## config.mk

```make
export PLATFORM = sky130hd
export DESIGN_NAME = pi_regulator_antiwindup_unit_flat
export DESIGN_NICKNAME = d
export VERILOG_FILES = /design/src/sv/piaw_pkg.sv /design/src/sv/piaw_in_if.sv /design/src/sv/piaw_out_if.sv /design/src/sv/piaw_regs.sv /design/src/sv/piaw_mul.sv /design/src/sv/piaw_div.sv /design/src/sv/pi_regulator_antiwindup_unit.sv /design/src/flat_wrapper.sv
export SDC_FILE = /design/constraint.sdc
export NUM_CORES = 2
export LEC_CHECK = 0
export ABC_AREA = 0
export BUFFER_PORTS_ARGS = -buffer_cell sky130_fd_sc_hd__buf_2
export CAP_MARGIN = 15
export CORE_MARGIN = 5
export CORE_UTILIZATION = 50
export CTS_CLUSTER_SIZE = 40
export DETAILED_ROUTE_END_ITERATION = 16
export PLACE_DENSITY = 0.67
export SLEW_MARGIN = 20
export SYNTH_ARGS = -nofsm -noshare
export SYNTH_HDL_FRONTEND = slang
export SYNTH_SLANG_ARGS = --single-unit
```

## constraint.sdc

```tcl
create_clock -name clk -period 7.36 [get_ports clk]
set_clock_uncertainty 0.2 [all_clocks]
set_input_delay 0.736 -clock clk [delete_from_list [all_inputs] [get_ports clk]]
set_output_delay 0.736 -clock clk [all_outputs]
set_load 0.01 [all_outputs]
```

## src/sv/piaw_pkg.sv

```systemverilog
`timescale 1ns / 1ps
// ----------------------------------------------------------------------------
// PI regulator package
// Field widths, register map, reset values and saturation helper shared by
// the PI regulator with back-calculation anti-windup.
// ----------------------------------------------------------------------------
package piaw_pkg;

	localparam int GAIN_W  = 15;
	localparam int LIMIT_W = 16;
	localparam int WIDE_W  = 32;
	localparam int SAMP_W  = 16;
	localparam int ERR_W   = 17;
	localparam int DRIVE_W = 16;
	localparam int PROD_W  = 32;
	localparam int ACC_W   = 40;
	localparam int CMP_W   = 38;

	localparam int MUL_STEPS = GAIN_W;
	localparam int DIV_STEPS = WIDE_W;
	localparam int MUL_CNT_W = $clog2(MUL_STEPS + 1);
	localparam int DIV_CNT_W = $clog2(DIV_STEPS + 1);
	localparam int REM_W     = GAIN_W + 1;

	localparam int ANTIWINDUP_GAIN_DEF = 1;

	localparam int APB_DATA_W = 32;
	localparam int APB_ADDR_W = 5;
	localparam int REG_IDX_W  = 3;

	localparam logic [REG_IDX_W-1:0] REG_PROP_GAIN     = 3'd0;
	localparam logic [REG_IDX_W-1:0] REG_PROP_DIVISOR  = 3'd1;
	localparam logic [REG_IDX_W-1:0] REG_INTEG_GAIN    = 3'd2;
	localparam logic [REG_IDX_W-1:0] REG_INTEG_DIVISOR = 3'd3;
	localparam logic [REG_IDX_W-1:0] REG_OUT_UPPER     = 3'd4;
	localparam logic [REG_IDX_W-1:0] REG_OUT_LOWER     = 3'd5;
	localparam logic [REG_IDX_W-1:0] REG_INTEG_UPPER   = 3'd6;
	localparam logic [REG_IDX_W-1:0] REG_INTEG_LOWER   = 3'd7;

	localparam logic [GAIN_W-1:0]         PROP_GAIN_RST     = 15'd8000;
	localparam logic [GAIN_W-1:0]         PROP_DIVISOR_RST  = 15'd128;
	localparam logic [GAIN_W-1:0]         INTEG_GAIN_RST    = 15'd10;
	localparam logic [GAIN_W-1:0]         INTEG_DIVISOR_RST = 15'd1;
	localparam logic signed [LIMIT_W-1:0] OUT_UPPER_RST     = 16'sd6000;
	localparam logic signed [LIMIT_W-1:0] OUT_LOWER_RST     = -16'sd6000;
	localparam logic signed [WIDE_W-1:0]  INTEG_UPPER_RST   = 32'sd6000;
	localparam logic signed [WIDE_W-1:0]  INTEG_LOWER_RST   = -32'sd6000;

	localparam logic signed [WIDE_W-1:0] S32_MAX = 32'sh7fff_ffff;
	localparam logic signed [WIDE_W-1:0] S32_MIN = 32'sh8000_0000;

	typedef struct packed {
		logic [GAIN_W-1:0]         prop_gain;
		logic [GAIN_W-1:0]         prop_divisor;
		logic [GAIN_W-1:0]         integ_gain;
		logic [GAIN_W-1:0]         integ_divisor;
		logic signed [LIMIT_W-1:0] out_upper;
		logic signed [LIMIT_W-1:0] out_lower;
		logic signed [WIDE_W-1:0]  integ_upper;
		logic signed [WIDE_W-1:0]  integ_lower;
	} cfg_t;

	// Saturates a 33-bit signed value to the signed 32-bit range.
	function automatic logic signed [WIDE_W-1:0] sat33(input logic signed [WIDE_W:0] v);
		logic signed [WIDE_W-1:0] r;
		if (v[WIDE_W] != v[WIDE_W-1]) begin
			r = v[WIDE_W] ? S32_MIN : S32_MAX;
		end else begin
			r = v[WIDE_W-1:0];
		end
		return r;
	endfunction

endpackage

```

## src/sv/piaw_in_if.sv

```systemverilog
`timescale 1ns / 1ps
// ----------------------------------------------------------------------------
// PI regulator sample channel
// Valid/ready channel carrying one reference and one feedback sample a beat.
// ----------------------------------------------------------------------------
interface piaw_in_if import piaw_pkg::*; ();
	logic                     valid;
	logic                     ready;
	logic signed [SAMP_W-1:0] reference;
	logic signed [SAMP_W-1:0] feedback;

	modport source (output valid, output reference, output feedback, input ready);
	modport sink (input valid, input reference, input feedback, output ready);
endinterface

```

## src/sv/piaw_out_if.sv

```systemverilog
`timescale 1ns / 1ps
// ----------------------------------------------------------------------------
// PI regulator result channel
// Valid/ready channel carrying the limited drive, the unlimited sum and the
// control error of one sample a beat.
// ----------------------------------------------------------------------------
interface piaw_out_if import piaw_pkg::*; ();
	logic                      valid;
	logic                      ready;
	logic signed [DRIVE_W-1:0] drive;
	logic signed [WIDE_W-1:0]  unlimited_sum;
	logic signed [ERR_W-1:0]   error;

	modport source (output valid, output drive, output unlimited_sum, output error,
		input ready);
	modport sink (input valid, input drive, input unlimited_sum, input error,
		output ready);
endinterface

```

## src/sv/piaw_regs.sv

```systemverilog
`timescale 1ns / 1ps
// ----------------------------------------------------------------------------
// PI regulator register file
// APB-style configuration registers for gains, divisors and limits.
// ----------------------------------------------------------------------------
module piaw_regs import piaw_pkg::*; (
	input  logic                  clk,
	input  logic                  arst_n,
	input  logic                  psel,
	input  logic                  penable,
	input  logic                  pwrite,
	input  logic [APB_ADDR_W-1:0] paddr,
	input  logic [APB_DATA_W-1:0] pwdata,
	output logic [APB_DATA_W-1:0] prdata,
	output logic                  pready,
	output cfg_t                  cfg
);

	cfg_t                 cfg_q;
	logic                 wr_en;
	logic [REG_IDX_W-1:0] idx;

	assign pready = 1'b1;
	assign idx    = paddr[APB_ADDR_W-1:2];
	assign wr_en  = psel && penable && pwrite && pready;
	assign cfg    = cfg_q;

	always_ff @(posedge clk or negedge arst_n) begin
		if (!arst_n) begin
			cfg_q.prop_gain     <= PROP_GAIN_RST;
			cfg_q.prop_divisor  <= PROP_DIVISOR_RST;
			cfg_q.integ_gain    <= INTEG_GAIN_RST;
			cfg_q.integ_divisor <= INTEG_DIVISOR_RST;
			cfg_q.out_upper     <= OUT_UPPER_RST;
			cfg_q.out_lower     <= OUT_LOWER_RST;
			cfg_q.integ_upper   <= INTEG_UPPER_RST;
			cfg_q.integ_lower   <= INTEG_LOWER_RST;
		end else if (wr_en) begin
			case (idx)
				REG_PROP_GAIN:     cfg_q.prop_gain     <= pwdata[GAIN_W-1:0];
				REG_PROP_DIVISOR:  cfg_q.prop_divisor  <= pwdata[GAIN_W-1:0];
				REG_INTEG_GAIN:    cfg_q.integ_gain    <= pwdata[GAIN_W-1:0];
				REG_INTEG_DIVISOR: cfg_q.integ_divisor <= pwdata[GAIN_W-1:0];
				REG_OUT_UPPER:     cfg_q.out_upper     <= pwdata[LIMIT_W-1:0];
				REG_OUT_LOWER:     cfg_q.out_lower     <= pwdata[LIMIT_W-1:0];
				REG_INTEG_UPPER:   cfg_q.integ_upper   <= pwdata[WIDE_W-1:0];
				REG_INTEG_LOWER:   cfg_q.integ_lower   <= pwdata[WIDE_W-1:0];
				default:           cfg_q <= cfg_q;
			endcase
		end
	end

	always_comb begin
		case (idx)
			REG_PROP_GAIN:     prdata = APB_DATA_W'(cfg_q.prop_gain);
			REG_PROP_DIVISOR:  prdata = APB_DATA_W'(cfg_q.prop_divisor);
			REG_INTEG_GAIN:    prdata = APB_DATA_W'(cfg_q.integ_gain);
			REG_INTEG_DIVISOR: prdata = APB_DATA_W'(cfg_q.integ_divisor);
			REG_OUT_UPPER:     prdata = APB_DATA_W'($unsigned(cfg_q.out_upper));
			REG_OUT_LOWER:     prdata = APB_DATA_W'($unsigned(cfg_q.out_lower));
			REG_INTEG_UPPER:   prdata = $unsigned(cfg_q.integ_upper);
			REG_INTEG_LOWER:   prdata = $unsigned(cfg_q.integ_lower);
			default:           prdata = '0;
		endcase
	end

endmodule

```

## src/sv/piaw_mul.sv

```systemverilog
`timescale 1ns / 1ps
// ----------------------------------------------------------------------------
// PI regulator serial multiplier
// Multiplies the signed error by an unsigned gain, one gain bit per cycle,
// most significant bit first.
// ----------------------------------------------------------------------------
module piaw_mul import piaw_pkg::*; (
	input  logic                     clk,
	input  logic                     arst_n,
	input  logic                     start,
	input  logic signed [ERR_W-1:0]  mcand,
	input  logic [GAIN_W-1:0]        mplr,
	output logic                     done,
	output logic signed [PROD_W-1:0] product
);

	logic signed [PROD_W-1:0] acc_q;
	logic signed [ERR_W-1:0]  mcand_q;
	logic [GAIN_W-1:0]        mplr_q;
	logic [MUL_CNT_W-1:0]     cnt_q;
	logic                     busy_q;
	logic                     done_q;
	logic signed [PROD_W-1:0] addend;

	assign addend  = mplr_q[GAIN_W-1] ?
		$signed({{(PROD_W-ERR_W){mcand_q[ERR_W-1]}}, mcand_q}) : '0;
	assign done    = done_q;
	assign product = acc_q;

	always_ff @(posedge clk or negedge arst_n) begin
		if (!arst_n) begin
			cnt_q  <= '0;
			busy_q <= 1'b0;
			done_q <= 1'b0;
		end else begin
			done_q <= busy_q && (cnt_q == MUL_CNT_W'(1));
			if (start) begin
				cnt_q  <= MUL_CNT_W'(MUL_STEPS);
				busy_q <= 1'b1;
			end else if (busy_q) begin
				cnt_q <= cnt_q - MUL_CNT_W'(1);
				if (cnt_q == MUL_CNT_W'(1)) begin
					busy_q <= 1'b0;
				end
			end
		end
	end

	always_ff @(posedge clk) begin
		if (start) begin
			acc_q   <= '0;
			mcand_q <= mcand;
			mplr_q  <= mplr;
		end else if (busy_q) begin
			acc_q  <= (acc_q <<< 1) + addend;
			mplr_q <= mplr_q << 1;
		end
	end

endmodule

```

## src/sv/piaw_div.sv

```systemverilog
`timescale 1ns / 1ps
// ----------------------------------------------------------------------------
// PI regulator serial divider
// Restoring divider, one quotient bit per cycle, for a signed 32-bit dividend
// and an unsigned 15-bit divisor; the quotient truncates toward zero.
// ----------------------------------------------------------------------------
module piaw_div import piaw_pkg::*; (
	input  logic                     clk,
	input  logic                     arst_n,
	input  logic                     start,
	input  logic signed [WIDE_W-1:0] dividend,
	input  logic [GAIN_W-1:0]        divisor,
	output logic                     busy,
	output logic                     done,
	output logic signed [WIDE_W-1:0] quotient
);

	logic [WIDE_W-1:0]    mag_q;
	logic [REM_W-1:0]     rem_q;
	logic [GAIN_W-1:0]    dsr_q;
	logic                 neg_q;
	logic [DIV_CNT_W-1:0] cnt_q;
	logic                 busy_q;
	logic                 done_q;
	logic [REM_W-1:0]     rem_sh;
	logic                 fits;

	assign rem_sh   = {rem_q[REM_W-2:0], mag_q[WIDE_W-1]};
	assign fits     = rem_sh >= {1'b0, dsr_q};
	assign busy     = busy_q;
	assign done     = done_q;
	assign quotient = neg_q ? $signed(-mag_q) : $signed(mag_q);

	always_ff @(posedge clk or negedge arst_n) begin
		if (!arst_n) begin
			cnt_q  <= '0;
			busy_q <= 1'b0;
			done_q <= 1'b0;
		end else begin
			done_q <= busy_q && (cnt_q == DIV_CNT_W'(1));
			if (start) begin
				cnt_q  <= DIV_CNT_W'(DIV_STEPS);
				busy_q <= 1'b1;
			end else if (busy_q) begin
				cnt_q <= cnt_q - DIV_CNT_W'(1);
				if (cnt_q == DIV_CNT_W'(1)) begin
					busy_q <= 1'b0;
				end
			end
		end
	end

	// A divisor register holding zero divides by one.
	always_ff @(posedge clk) begin
		if (start) begin
			mag_q <= dividend[WIDE_W-1] ? -$unsigned(dividend) : $unsigned(dividend);
			neg_q <= dividend[WIDE_W-1];
			dsr_q <= (divisor == '0) ? GAIN_W'(1) : divisor;
			rem_q <= '0;
		end else if (busy_q) begin
			rem_q <= fits ? (rem_sh - {1'b0, dsr_q}) : rem_sh;
			mag_q <= {mag_q[WIDE_W-2:0], fits};
		end
	end

endmodule

```

## src/sv/pi_regulator_antiwindup_unit.sv

```systemverilog
`timescale 1ns / 1ps
// ----------------------------------------------------------------------------
// PI regulator with back-calculation anti-windup
// One sample is processed at a time: a sample beat is accepted only in idle,
// then the 15-step serial multiply is followed by two 32-step serial
// divisions on one shared divider before the result beat is produced.
// A new sample is taken while the previous result still waits to be taken.
// Reset clears the integrator, the saturation error and restores the registers.
// ----------------------------------------------------------------------------
module pi_regulator_antiwindup_unit import piaw_pkg::*; #(
	parameter int ANTIWINDUP_GAIN = ANTIWINDUP_GAIN_DEF
) (
	input  logic                  clk,
	input  logic                  arst_n,
	input  logic                  psel,
	input  logic                  penable,
	input  logic                  pwrite,
	input  logic [APB_ADDR_W-1:0] paddr,
	input  logic [APB_DATA_W-1:0] pwdata,
	output logic [APB_DATA_W-1:0] prdata,
	output logic                  pready,
	piaw_in_if.sink               samples,
	piaw_out_if.source            results
);

	localparam logic [3:0] ST_IDLE  = 4'd0;
	localparam logic [3:0] ST_MUL   = 4'd1;
	localparam logic [3:0] ST_ACC   = 4'd2;
	localparam logic [3:0] ST_CLAMP = 4'd3;
	localparam logic [3:0] ST_DIV_P = 4'd4;
	localparam logic [3:0] ST_DIV_I = 4'd5;
	localparam logic [3:0] ST_LIMIT = 4'd6;
	localparam logic [3:0] ST_FEED  = 4'd7;
	localparam logic [3:0] ST_DONE  = 4'd8;

	localparam logic signed [ACC_W-1:0] AW_GAIN = ACC_W'(ANTIWINDUP_GAIN);

	cfg_t                      cfg;
	logic [3:0]                state_q;
	logic                      accept;
	logic signed [ERR_W-1:0]   err_in;
	logic signed [ERR_W-1:0]   err_q;
	logic signed [WIDE_W-1:0]  integ_q;
	logic signed [WIDE_W-1:0]  sat_q;
	logic signed [ACC_W-1:0]   acc_q;
	logic signed [WIDE_W-1:0]  pterm_q;
	logic signed [WIDE_W-1:0]  sum_q;
	logic signed [DRIVE_W-1:0] drive_q;
	logic                      out_valid_q;
	logic signed [DRIVE_W-1:0] out_drive_q;
	logic signed [WIDE_W-1:0]  out_sum_q;
	logic signed [ERR_W-1:0]   out_err_q;

	logic                      pmul_done;
	logic                      imul_done;
	logic signed [PROD_W-1:0]  prop_prod;
	logic signed [PROD_W-1:0]  integ_prod;

	logic                      div_start;
	logic signed [WIDE_W-1:0]  div_dividend;
	logic [GAIN_W-1:0]         div_divisor;
	logic                      div_busy;
	logic                      div_done;
	logic signed [WIDE_W-1:0]  quotient;

	logic signed [ACC_W-1:0]   acc_next;
	logic signed [ACC_W-1:0]   iup_ext;
	logic signed [ACC_W-1:0]   ilo_ext;
	logic signed [WIDE_W:0]    sum_wide;
	logic signed [CMP_W-1:0]   sum20;
	logic signed [CMP_W-1:0]   oup19;
	logic signed [CMP_W-1:0]   olo19;
	logic signed [CMP_W-1:0]   sum_ext;
	logic signed [CMP_W-1:0]   oup_ext;
	logic signed [CMP_W-1:0]   olo_ext;
	logic signed [WIDE_W:0]    sat_wide;
	logic                      out_free;

	piaw_regs u_regs (
		.clk     (clk),
		.arst_n  (arst_n),
		.psel    (psel),
		.penable (penable),
		.pwrite  (pwrite),
		.paddr   (paddr),
		.pwdata  (pwdata),
		.prdata  (prdata),
		.pready  (pready),
		.cfg     (cfg)
	);

	assign samples.ready = (state_q == ST_IDLE);
	assign accept        = samples.valid && samples.ready;
	assign err_in        = $signed({samples.reference[SAMP_W-1], samples.reference})
		- $signed({samples.feedback[SAMP_W-1], samples.feedback});

	piaw_mul u_pmul (
		.clk     (clk),
		.arst_n  (arst_n),
		.start   (accept),
		.mcand   (err_in),
		.mplr    (cfg.prop_gain),
		.done    (pmul_done),
		.product (prop_prod)
	);

	piaw_mul u_imul (
		.clk     (clk),
		.arst_n  (arst_n),
		.start   (accept),
		.mcand   (err_in),
		.mplr    (cfg.integ_gain),
		.done    (imul_done),
		.product (integ_prod)
	);

	// The divider serves the proportional term first, then the integral term.
	assign div_start    = (state_q == ST_CLAMP) || ((state_q == ST_DIV_P) && div_done);
	assign div_dividend = (state_q == ST_CLAMP) ? prop_prod : integ_q;
	assign div_divisor  = (state_q == ST_CLAMP) ? cfg.prop_divisor : cfg.integ_divisor;

	piaw_div u_div (
		.clk      (clk),
		.arst_n   (arst_n),
		.start    (div_start),
		.dividend (div_dividend),
		.divisor  (div_divisor),
		.busy     (div_busy),
		.done     (div_done),
		.quotient (quotient)
	);

	assign acc_next = $signed({{(ACC_W-WIDE_W){integ_q[WIDE_W-1]}}, integ_q})
		+ $signed({{(ACC_W-PROD_W){integ_prod[PROD_W-1]}}, integ_prod})
		+ $signed({{(ACC_W-WIDE_W){sat_q[WIDE_W-1]}}, sat_q}) * AW_GAIN;
	assign iup_ext  = $signed({{(ACC_W-WIDE_W){cfg.integ_upper[WIDE_W-1]}}, cfg.integ_upper});
	assign ilo_ext  = $signed({{(ACC_W-WIDE_W){cfg.integ_lower[WIDE_W-1]}}, cfg.integ_lower});

	assign sum_wide = $signed({pterm_q[WIDE_W-1], pterm_q})
		+ $signed({quotient[WIDE_W-1], quotient});

	assign sum_ext = $signed({{(CMP_W-WIDE_W){sum_q[WIDE_W-1]}}, sum_q});
	assign oup_ext = $signed({{(CMP_W-LIMIT_W){cfg.out_upper[LIMIT_W-1]}}, cfg.out_upper});
	assign olo_ext = $signed({{(CMP_W-LIMIT_W){cfg.out_lower[LIMIT_W-1]}}, cfg.out_lower});
	assign sum20   = (sum_ext <<< 4) + (sum_ext <<< 2);
	assign oup19   = (oup_ext <<< 4) + (oup_ext <<< 1) + oup_ext;
	assign olo19   = (olo_ext <<< 4) + (olo_ext <<< 1) + olo_ext;

	assign sat_wide = $signed({{(WIDE_W+1-DRIVE_W){drive_q[DRIVE_W-1]}}, drive_q})
		- $signed({sum_q[WIDE_W-1], sum_q});

	assign out_free = !out_valid_q || results.ready;

	always_ff @(posedge clk or negedge arst_n) begin
		if (!arst_n) begin
			state_q     <= ST_IDLE;
			integ_q     <= '0;
			sat_q       <= '0;
			out_valid_q <= 1'b0;
		end else begin
			if ((state_q == ST_DONE) && out_free) begin
				out_valid_q <= 1'b1;
			end else if (results.ready) begin
				out_valid_q <= 1'b0;
			end
			case (state_q)
				ST_IDLE: begin
					if (accept) begin
						state_q <= ST_MUL;
					end
				end
				ST_MUL: begin
					if (pmul_done && imul_done) begin
						state_q <= ST_ACC;
					end
				end
				ST_ACC: state_q <= ST_CLAMP;
				ST_CLAMP: begin
					// The upper clamp wins when the two clamps cross.
					if (cfg.integ_gain == '0) begin
						integ_q <= '0;
					end else if (acc_q > iup_ext) begin
						integ_q <= cfg.integ_upper;
					end else if (acc_q < ilo_ext) begin
						integ_q <= cfg.integ_lower;
					end else begin
						integ_q <= acc_q[WIDE_W-1:0];
					end
					state_q <= ST_DIV_P;
				end
				ST_DIV_P: begin
					if (div_done) begin
						state_q <= ST_DIV_I;
					end
				end
				ST_DIV_I: begin
					if (div_done) begin
						state_q <= ST_LIMIT;
					end
				end
				ST_LIMIT: state_q <= ST_FEED;
				ST_FEED: begin
					sat_q   <= sat33(sat_wide);
					state_q <= ST_DONE;
				end
				ST_DONE: begin
					if (out_free) begin
						state_q <= ST_IDLE;
					end
				end
				default: state_q <= ST_IDLE;
			endcase
		end
	end

	always_ff @(posedge clk) begin
		if (accept) begin
			err_q <= err_in;
		end
		if (state_q == ST_ACC) begin
			acc_q <= acc_next;
		end
		if ((state_q == ST_DIV_P) && div_done) begin
			pterm_q <= quotient;
		end
		if ((state_q == ST_DIV_I) && div_done) begin
			sum_q <= sat33(sum_wide);
		end
		if (state_q == ST_LIMIT) begin
			if (sum20 >= oup19) begin
				drive_q <= cfg.out_upper;
			end else if (sum20 < olo19) begin
				drive_q <= cfg.out_lower;
			end else begin
				drive_q <= sum_q[DRIVE_W-1:0];
			end
		end
		if ((state_q == ST_DONE) && out_free) begin
			out_drive_q <= drive_q;
			out_sum_q   <= sum_q;
			out_err_q   <= err_q;
		end
	end

	assign results.valid         = out_valid_q;
	assign results.drive         = out_drive_q;
	assign results.unlimited_sum = out_sum_q;
	assign results.error         = out_err_q;

	a_accept_starts_mul: assert property (@(posedge clk) disable iff (!arst_n)
		accept |=> (state_q == ST_MUL))
		else $error("accepted sample did not start the multipliers");

	a_div_start_idle: assert property (@(posedge clk) disable iff (!arst_n)
		div_start |-> !div_busy)
		else $error("divider restarted while busy");

	a_muls_in_step: assert property (@(posedge clk) disable iff (!arst_n)
		pmul_done == imul_done)
		else $error("multipliers finished out of step");

	a_zero_gain_clears: assert property (@(posedge clk) disable iff (!arst_n)
		((state_q == ST_CLAMP) && (cfg.integ_gain == '0)) |=> (integ_q == '0))
		else $error("integrator not cleared with zero integral gain");

	a_result_waits: assert property (@(posedge clk) disable iff (!arst_n)
		((state_q == ST_DONE) && !out_free) |=> (state_q == ST_DONE))
		else $error("result left the sequencer while the output beat was stalled");

endmodule

```

## src/flat_wrapper.sv

```systemverilog
// flat-port wrapper written by rule: the top's interface ports become plain ports
module pi_regulator_antiwindup_unit_flat import piaw_pkg::*;
#(
	parameter int ANTIWINDUP_GAIN = ANTIWINDUP_GAIN_DEF
)
  (clk, arst_n, psel, penable, pwrite, paddr, pwdata, prdata, pready, samples_valid, samples_reference, samples_feedback, samples_ready, results_valid, results_drive, results_unlimited_sum, results_error, results_ready);
  piaw_in_if samples_i ();
  piaw_out_if results_i ();
  input  logic clk;
  input  logic arst_n;
  input  logic psel;
  input  logic penable;
  input  logic pwrite;
  input  logic [APB_ADDR_W-1:0] paddr;
  input  logic [APB_DATA_W-1:0] pwdata;
  output logic [APB_DATA_W-1:0] prdata;
  output logic pready;
  input wire logic [$bits(samples_i.valid)-1:0] samples_valid;
  input wire logic [$bits(samples_i.reference)-1:0] samples_reference;
  input wire logic [$bits(samples_i.feedback)-1:0] samples_feedback;
  output wire logic [$bits(samples_i.ready)-1:0] samples_ready;
  output wire logic [$bits(results_i.valid)-1:0] results_valid;
  output wire logic [$bits(results_i.drive)-1:0] results_drive;
  output wire logic [$bits(results_i.unlimited_sum)-1:0] results_unlimited_sum;
  output wire logic [$bits(results_i.error)-1:0] results_error;
  input wire logic [$bits(results_i.ready)-1:0] results_ready;
  assign samples_i.valid = samples_valid;
  assign samples_i.reference = samples_reference;
  assign samples_i.feedback = samples_feedback;
  assign samples_ready = samples_i.ready;
  assign results_valid = results_i.valid;
  assign results_drive = results_i.drive;
  assign results_unlimited_sum = results_i.unlimited_sum;
  assign results_error = results_i.error;
  assign results_i.ready = results_ready;
  pi_regulator_antiwindup_unit #(.ANTIWINDUP_GAIN(ANTIWINDUP_GAIN)) u_core (.clk(clk), .arst_n(arst_n), .psel(psel), .penable(penable), .pwrite(pwrite), .paddr(paddr), .pwdata(pwdata), .prdata(prdata), .pready(pready), .samples(samples_i), .results(results_i));
endmodule
```

======== After elaboration in Yosys (flattened, before gate mapping) ========
Index checks and enable logic that the tools add are counted.
storage, ports and cells
  register bits after elaboration ......... 604
  output and inout bits ................... 100
  logic and storage cells ................. 161
  bits of input ports ..................... 76
cells by class
  $lt $le $gt $ge ......................... 5
  reductions and logical operators ........ 30
  add/sub/neg operators ................... 18
  multiplexer cells ....................... 46
  eq/ne operators ......................... 25
operators by type and width
  operator                                              number
  two-way mux 32 bit                                    14
  case mux 32 bit (8 select lines)                      1
  two-way mux 15 bit                                    6
  adder 32 x 32 -> 33 bit                               2
  adder 32 bit                                          2
  negation 32 bit                                       2
  adder 21 x 16 -> 22 bit                               2
  adder 20 x 17 -> 21 bit                               2
  > comparator 40 x 32 -> 1 bit                         1
  less-than comparator 40 x 32 -> 1 bit                 1
  greater-or-equal comparator 38 bit                    1
  less-than comparator 38 bit                           1
  adder 36 x 34 -> 37 bit                               1
  two-way mux 4 bit                                     9
  case mux 4 bit (9 select lines)                       1
  adder 33 x 32 -> 34 bit                               1
  subtractor 16 x 32 -> 33 bit                          1
  two-way mux 16 bit                                    2
  logical NOT 15 bit                                    2
  subtractor 16 x 16 -> 17 bit                          1
  equality test 4 x 3 -> 1 bit (second input constant)  4
  greater-or-equal comparator 16 x 15 -> 1 bit          1
  AND reduction 2 bit                                   8
  subtractor 15 bit                                     1
  other kinds (21)                                      57

======== Logic depth before layout (Yosys ltp) ========
  word-level depth ........................ 5
  gate-level depth with buffers ........... 29
  depth with buffers taken out ............ 28

======== Hierarchy ========
From an unflattened synthesis, not the netlist that was laid out.
second synthesis, totals
  cells, all modules ...................... 4,682
  area total of the unflattened synthesis .. 45,235.9 um^2
modules (own cells, without submodules)
  module                        seq. area each (um^2)  cells an instance  area each (um^2)  times used
  pi_regulator_antiwindup_unit  7,612.3                2,642              24,024.3          1
  piaw_regs                     3,968.8                512                7,208.2           1
  piaw_div                      1,941.9                542                4,874.7           1
  piaw_mul at u_core.u_imul     1,751.7                499                4,619.4           1
  piaw_mul at u_core.u_pmul     1,751.7                487                4,509.3           1

======== Least setup slack after synthesis ========
OpenSTA, ideal clock, no wires.
  kind .................................... reg2reg
  from .................................... register u_core.u_regs.cfg_q (netlist bit u_core.u_regs.cfg[68])
  to ...................................... register u_core.drive_q[10], data pin
  setup slack ............................. 1.342 ns
  path buffers ............................ 1
  data required time ...................... 6.900 ns
  period minus slack after synthesis ...... 6.018 ns
  stages on the path, launching flop included .. 29
  setup time .............................. 0.260 ns
  arrival ................................. 5.558 ns
  path through ............................ dfstp_2 inv_1 fa_1 inv_1 ha_1 nor2b_1 o21ai_0 a21boi_0 o21ai_0 a21boi_0 o21ai_0 a21boi_0 o21a_1 o211ai_1 a21oi_1 a211o_1 ha_1 a21o_1 a21oi_1 nor2b_1 o21ai_0 a21oi_1 a211o_1 a41oi_1 nor4_4 o221ai_4 buf_8 mux2_1 mux2_4
between the ends
  cells in the longest elaborated chain, start to end .. 5
RTL lines
  what                             RTL line                             text
  start: declaration               piaw_regs.sv:19                      cfg_t cfg_q;
  start signal: assignment         piaw_regs.sv:48                      default: cfg_q <= cfg_q;
  adder 20 x 17 -> 21 bit          pi_regulator_antiwindup_unit.sv:147  assign olo19 = (olo_ext <<< 4) + (olo_ext <<< 1) + olo_ext;
  adder 21 x 16 -> 22 bit (*)      pi_regulator_antiwindup_unit.sv:147
  less-than comparator 38 bit (*)  pi_regulator_antiwindup_unit.sv:232  end else if (sum20 < olo19) begin
  two-way mux 16 bit (*)           pi_regulator_antiwindup_unit.sv:232
  two-way mux 16 bit (*)           pi_regulator_antiwindup_unit.sv:230  if (sum20 >= oup19) begin
  end signal: assignment           pi_regulator_antiwindup_unit.sv:231  drive_q <= cfg.out_upper;
  end signal: assignment           pi_regulator_antiwindup_unit.sv:233  drive_q <= cfg.out_lower;
  end signal: assignment           pi_regulator_antiwindup_unit.sv:235  drive_q <= sum_q[DRIVE_W-1:0];
  end: declaration                 pi_regulator_antiwindup_unit.sv:48   logic signed [DRIVE_W-1:0] drive_q;
Mark *: on every way between the ends. The rest lies on a longest branch, timed or not.
A chain may end at the register's enable or synchronous reset.

======== Final worst setup path ========
  from .................................... register u_core.u_regs.cfg_q (netlist bit u_core.u_regs.cfg[68])
  to ...................................... register u_core.drive_q[5], data pin
Same word-level chain as after synthesis.

==> flow_metrics.py <==
metrics = {
    "timing": {
        "setup-violations-final": 0,
        "finalCritPeriodShare": 0.935,
        "maxSlewViolCount": 0,
        "relSlewSlack": 0.299,
        "clock.fmax_mhz": 145,
        "rsz0062_at_grt": "no",
        "period_needed_ns": 6.88,
        "tightest_slew_ns": 1.05,
        "tns_ns": 0,
        "finalHoldViolCount": 0,
        "timing.final.ws_setup_ns": 0.481,
    },
    "setup_path": {
        "r2r_end": "u_core.drive_q[5]",
        "crit_path_top_delay_cell": "dfstp_2",
        "crit_type": "flip-flop to flip-flop",
        "critPathMaxFanout": 15,
        "worstPathRequired_ns": 7.51,
        "r2r-start": "u_core.u_regs.cfg[68]",
        "crit_path_start_kind": "flip-flop",
        "slowest_delay_ns": 0.60,
        "worstSetupStartpoint": "u_core.u_regs.cfg[68]",
        "cp-end-kind": "flip-flop",
        "reg2regPathDepth": 27,
        "crit_end": "u_core.drive_q[5]",
        "r2r_slack_ns": 0.48,
        "crit_top_cell": "o21ai_0",
        "arrival_ns": 7.03,
    },
    "synthesis": {
        "synth_edf_count": 274,
        "syn_inst": 4370,
        "synthArstFlopShare": 0.410,
        "syn-num-nets": 4890,
        "ys_seq_area_frac": 0.382,
        "avgSynthCellArea_um2": 9.60,
        "synth_cell_types": 104,
        "synth.largest_area_cell": "edfxtp_1",
        "syn-cell-area_mm2": 0.0419,
        "synth_seq_cells": 598,
        "yosys-top-cells-area": "edfxtp_1 (20%), dfrtp_1 (12%), ha_1 (11%)",
        "synth_ff_type": "edfxtp_1",
        "yosysTopAreaCellShare": 0.196,
        "ys_warn_count": 0,
    },
    "cts": {
        "cts_sinks": 598,
        "cts_max_level": 3,
        "root_buffer": "clkbuf_16",
        "clock_latency_ns": 0.64,
        "clock_path_buffers": 3,
        "cts_tree": "yes",
        "cts_buffers": 72,
        "clk_pin_slew_ns": 0.06,
        "cts_resized": 0,
    },
    "pwr": {
        "p_per_area_mw_per_mm2": 450,
        "vdd_drop_max_mv": 0.442,
        "leakage_nw": 21.1,
    },
    "detailed_routing": {
        "initialDrtViolationCount": 2705,
        "ant_nets": 0,
        "wire_per_inst_um": 21.7,
        "drt-total-wl_um": 123000,
        "viasPerCell": 5.93,
        "num_vias": 33600,
        "route.detailed.drc": 0,
        "dr.pass1.iters": 5,
    },
    "grt": {
        "grt_overflow_total": 0,
        "grt_max_degree": 171,
        "antenna_found_initial": 2,
        "grt_pass1_wl_um": 188000,
        "grt_usage": 0.267,
        "grt_pass1_vias": 31900,
    },
    "layout": {
        "multi_input_area_mm2": 0.0243,
        "nNetsFinal": 5046,
        "regArea_mm2": 0.0160,
        "fillers": 7330,
        "layout-drive-gt1-share": 0.121,
        "syn_to_final_growth_pct": 10.9,
        "final_cell_mix": "nand2_1 (484), ha_1 (378), inv_1 (313), o21ai_0 (310), nor2_1 (286)",
        "stdcell_area_mm2": 0.0465,
        "final_common_cell": "nand2_1",
    },
    "floorplan": {
        "rows": 106,
        "coreArea_mm2": 0.0834,
        "io-pin-count": 176,
        "die_x_um": 300,
        "die_h_um": 300,
        "start_util": 0.503,
        "dieArea_mm2": 0.0898,
    },
    "placement": {
        "dp_slack_ns": 0.556,
        "hpwl_um": 93700,
        "portBuffers": 172,
        "place_area_mm2": 0.0441,
        "place_congestion": 0.970,
    },
    "outcome": {
        "status": "finished, final reports clean",
    },
    "hold_path": {
        "hold_class": "primary input to flip-flop",
    },
    "flow_run": {
        "drv_cap": 0,
    },
}
## cell families (layout without fill, tap and decap cells)
| group | Yosys count | count (layout) | synth area share |
|---|---|---|---|
| and+or+nand+nor | 1228 | 1228 | 0.136 |
| AOI/OAI and AO/OA | 1131 | 1131 | 0.174 |
| DFF | 598 | 598 | 0.382 |
| adders and majority gates | 462 | 462 | 0.149 |
| buffers and inverters | 457 | 672 | 0.0427 |
| xor gates and xnor gates | 276 | 276 | 0.0578 |
| muxes | 217 | 217 | 0.0595 |
| other | 1 | 4 | 0.0000894 |
## layout make-up
type                    count  share of cell area
flip-flops and latches    598               0.344
multi-input cells        3315               0.521
clock inverters            43              0.0105
well taps                1080              0.0290
repair buffers            222              0.0271
clock buffers              90              0.0422
inverters                 317              0.0256
diodes                      3            0.000161
## through the flow
| stage | util | hold slack [ns] | cells | total power [mW] |
|---|---|---|---|---|
| 2_1_floorplan | - | 0.226 | 4370 | 14.1 |
| 3_3_place_gp | 0.528 | 0.267 | 5531 | 17.0 |
| 3_5_place_dp | 0.528 | 0.275 | 5531 | 17.2 |
| 4_1_cts | 0.558 | 0.0914 | 5665 | 20.9 |
| 5_1_grt | 0.558 | 0.114 | 5665 | 22.6 |
| 6_report | 0.558 | 0.120 | 5668 | 21.0 |
## cell usage after synthesis, types with 20 or more instances
cell type / number
o211ai_1: 33
a21boi_0: 32
fa_1: 66
nor2b_1: 48
nand3_1: 63
a211oi_1: 52
nand2b_1: 43
ha_1: 378
xor2_1: 90
o21ai_1: 29
edfxtp_1: 274
a21oi_1: 243
nand2_1: 485
nor4_1: 22
xnor2_1: 185
o21ai_0: 310
clkbuf_1: 114
nor2_1: 288
mux2_2: 88
or3_1: 29
nor3_1: 78
dfrtp_1: 193
a22oi_1: 32
inv_1: 314
o21bai_1: 22
dfxtp_1: 79
nand4_1: 32
dfstp_2: 52
and2_1: 54
and3_1: 25
o221ai_1: 38
a21o_1: 129
o31ai_1: 20
mux2i_1: 92
o21a_1: 48
## per-layer routing
layer,track usage,part of all wire,up-vias
met2,0.425,0.45,1142
met4,0.0969,0.042,0
met3,0.0347,0.065,223
met1,0.378,0.44,16200
met5,0,0,-
li1,-,-,16000
## sequential cells by signal, summed over array words and instances, names as in the netlist, 16 cells and up
| register | count |
|---|---|
| u_core.acc_q | 34 |
| u_core.results.drive | 16 |
| u_core.u_imul.product | 32 |
| u_core.err_q | 17 |
| u_core.drive_q | 16 |
| u_core.results.error | 17 |
| u_core.sum_q | 32 |
| u_core.results.unlimited_sum | 32 |
| u_core.u_regs.cfg | 156 |
| u_core.sat_q | 32 |
| u_core.u_pmul.product | 32 |
| u_core.u_div.mag_q | 32 |
| u_core.pterm_q | 32 |
| u_core.integ_q | 32 |
## timing repair
item,4_1_cts,5_1_grt
endpoints found under the hold margin,51,0
buffers inserted,0,0
hold buffers,1,0
## worst min-delay path by stage
| stage | start | end | slack, ns | cells past startpoint |
|---|---|---|---|---|
| finish | pwdata[28] | u_core.u_regs.cfg[28] | 0.12 | 3 |
| global route | pwdata[28] | u_core.u_regs.cfg[28] | 0.11 | 3 |
| CTS | pwdata[28] | u_core.u_regs.cfg[28] | 0.09 | 3 |
| detailed placement | u_core.err_q[3] | u_core.results.error[3] | 0.28 | 0 |
| global placement | u_core.err_q[5] | u_core.results.error[5] | 0.27 | 0 |
| floorplan | u_core.drive_q[0] | u_core.results.drive[0] | 0.23 | 0 |
## power breakdown
part / internal [mW] / switching (mW)
Combinational: 4.74 / 6.17
Sequential: 4.97 / 1.38
Clock: 2.17 / 1.52
Total: 11.9 / 9.07
## worst max-delay path: cells and delay by family, from the launching register on
family	cells	cell delay, ns
and+or+nand+nor	3	0.28
muxes	2	0.69
DFF	1	0.60
adders and majority gates	3	1.14
buffers and inverters	2	0.16
AOI/OAI and AO/OA	17	3.52
(Power assumes the default switching activity.)
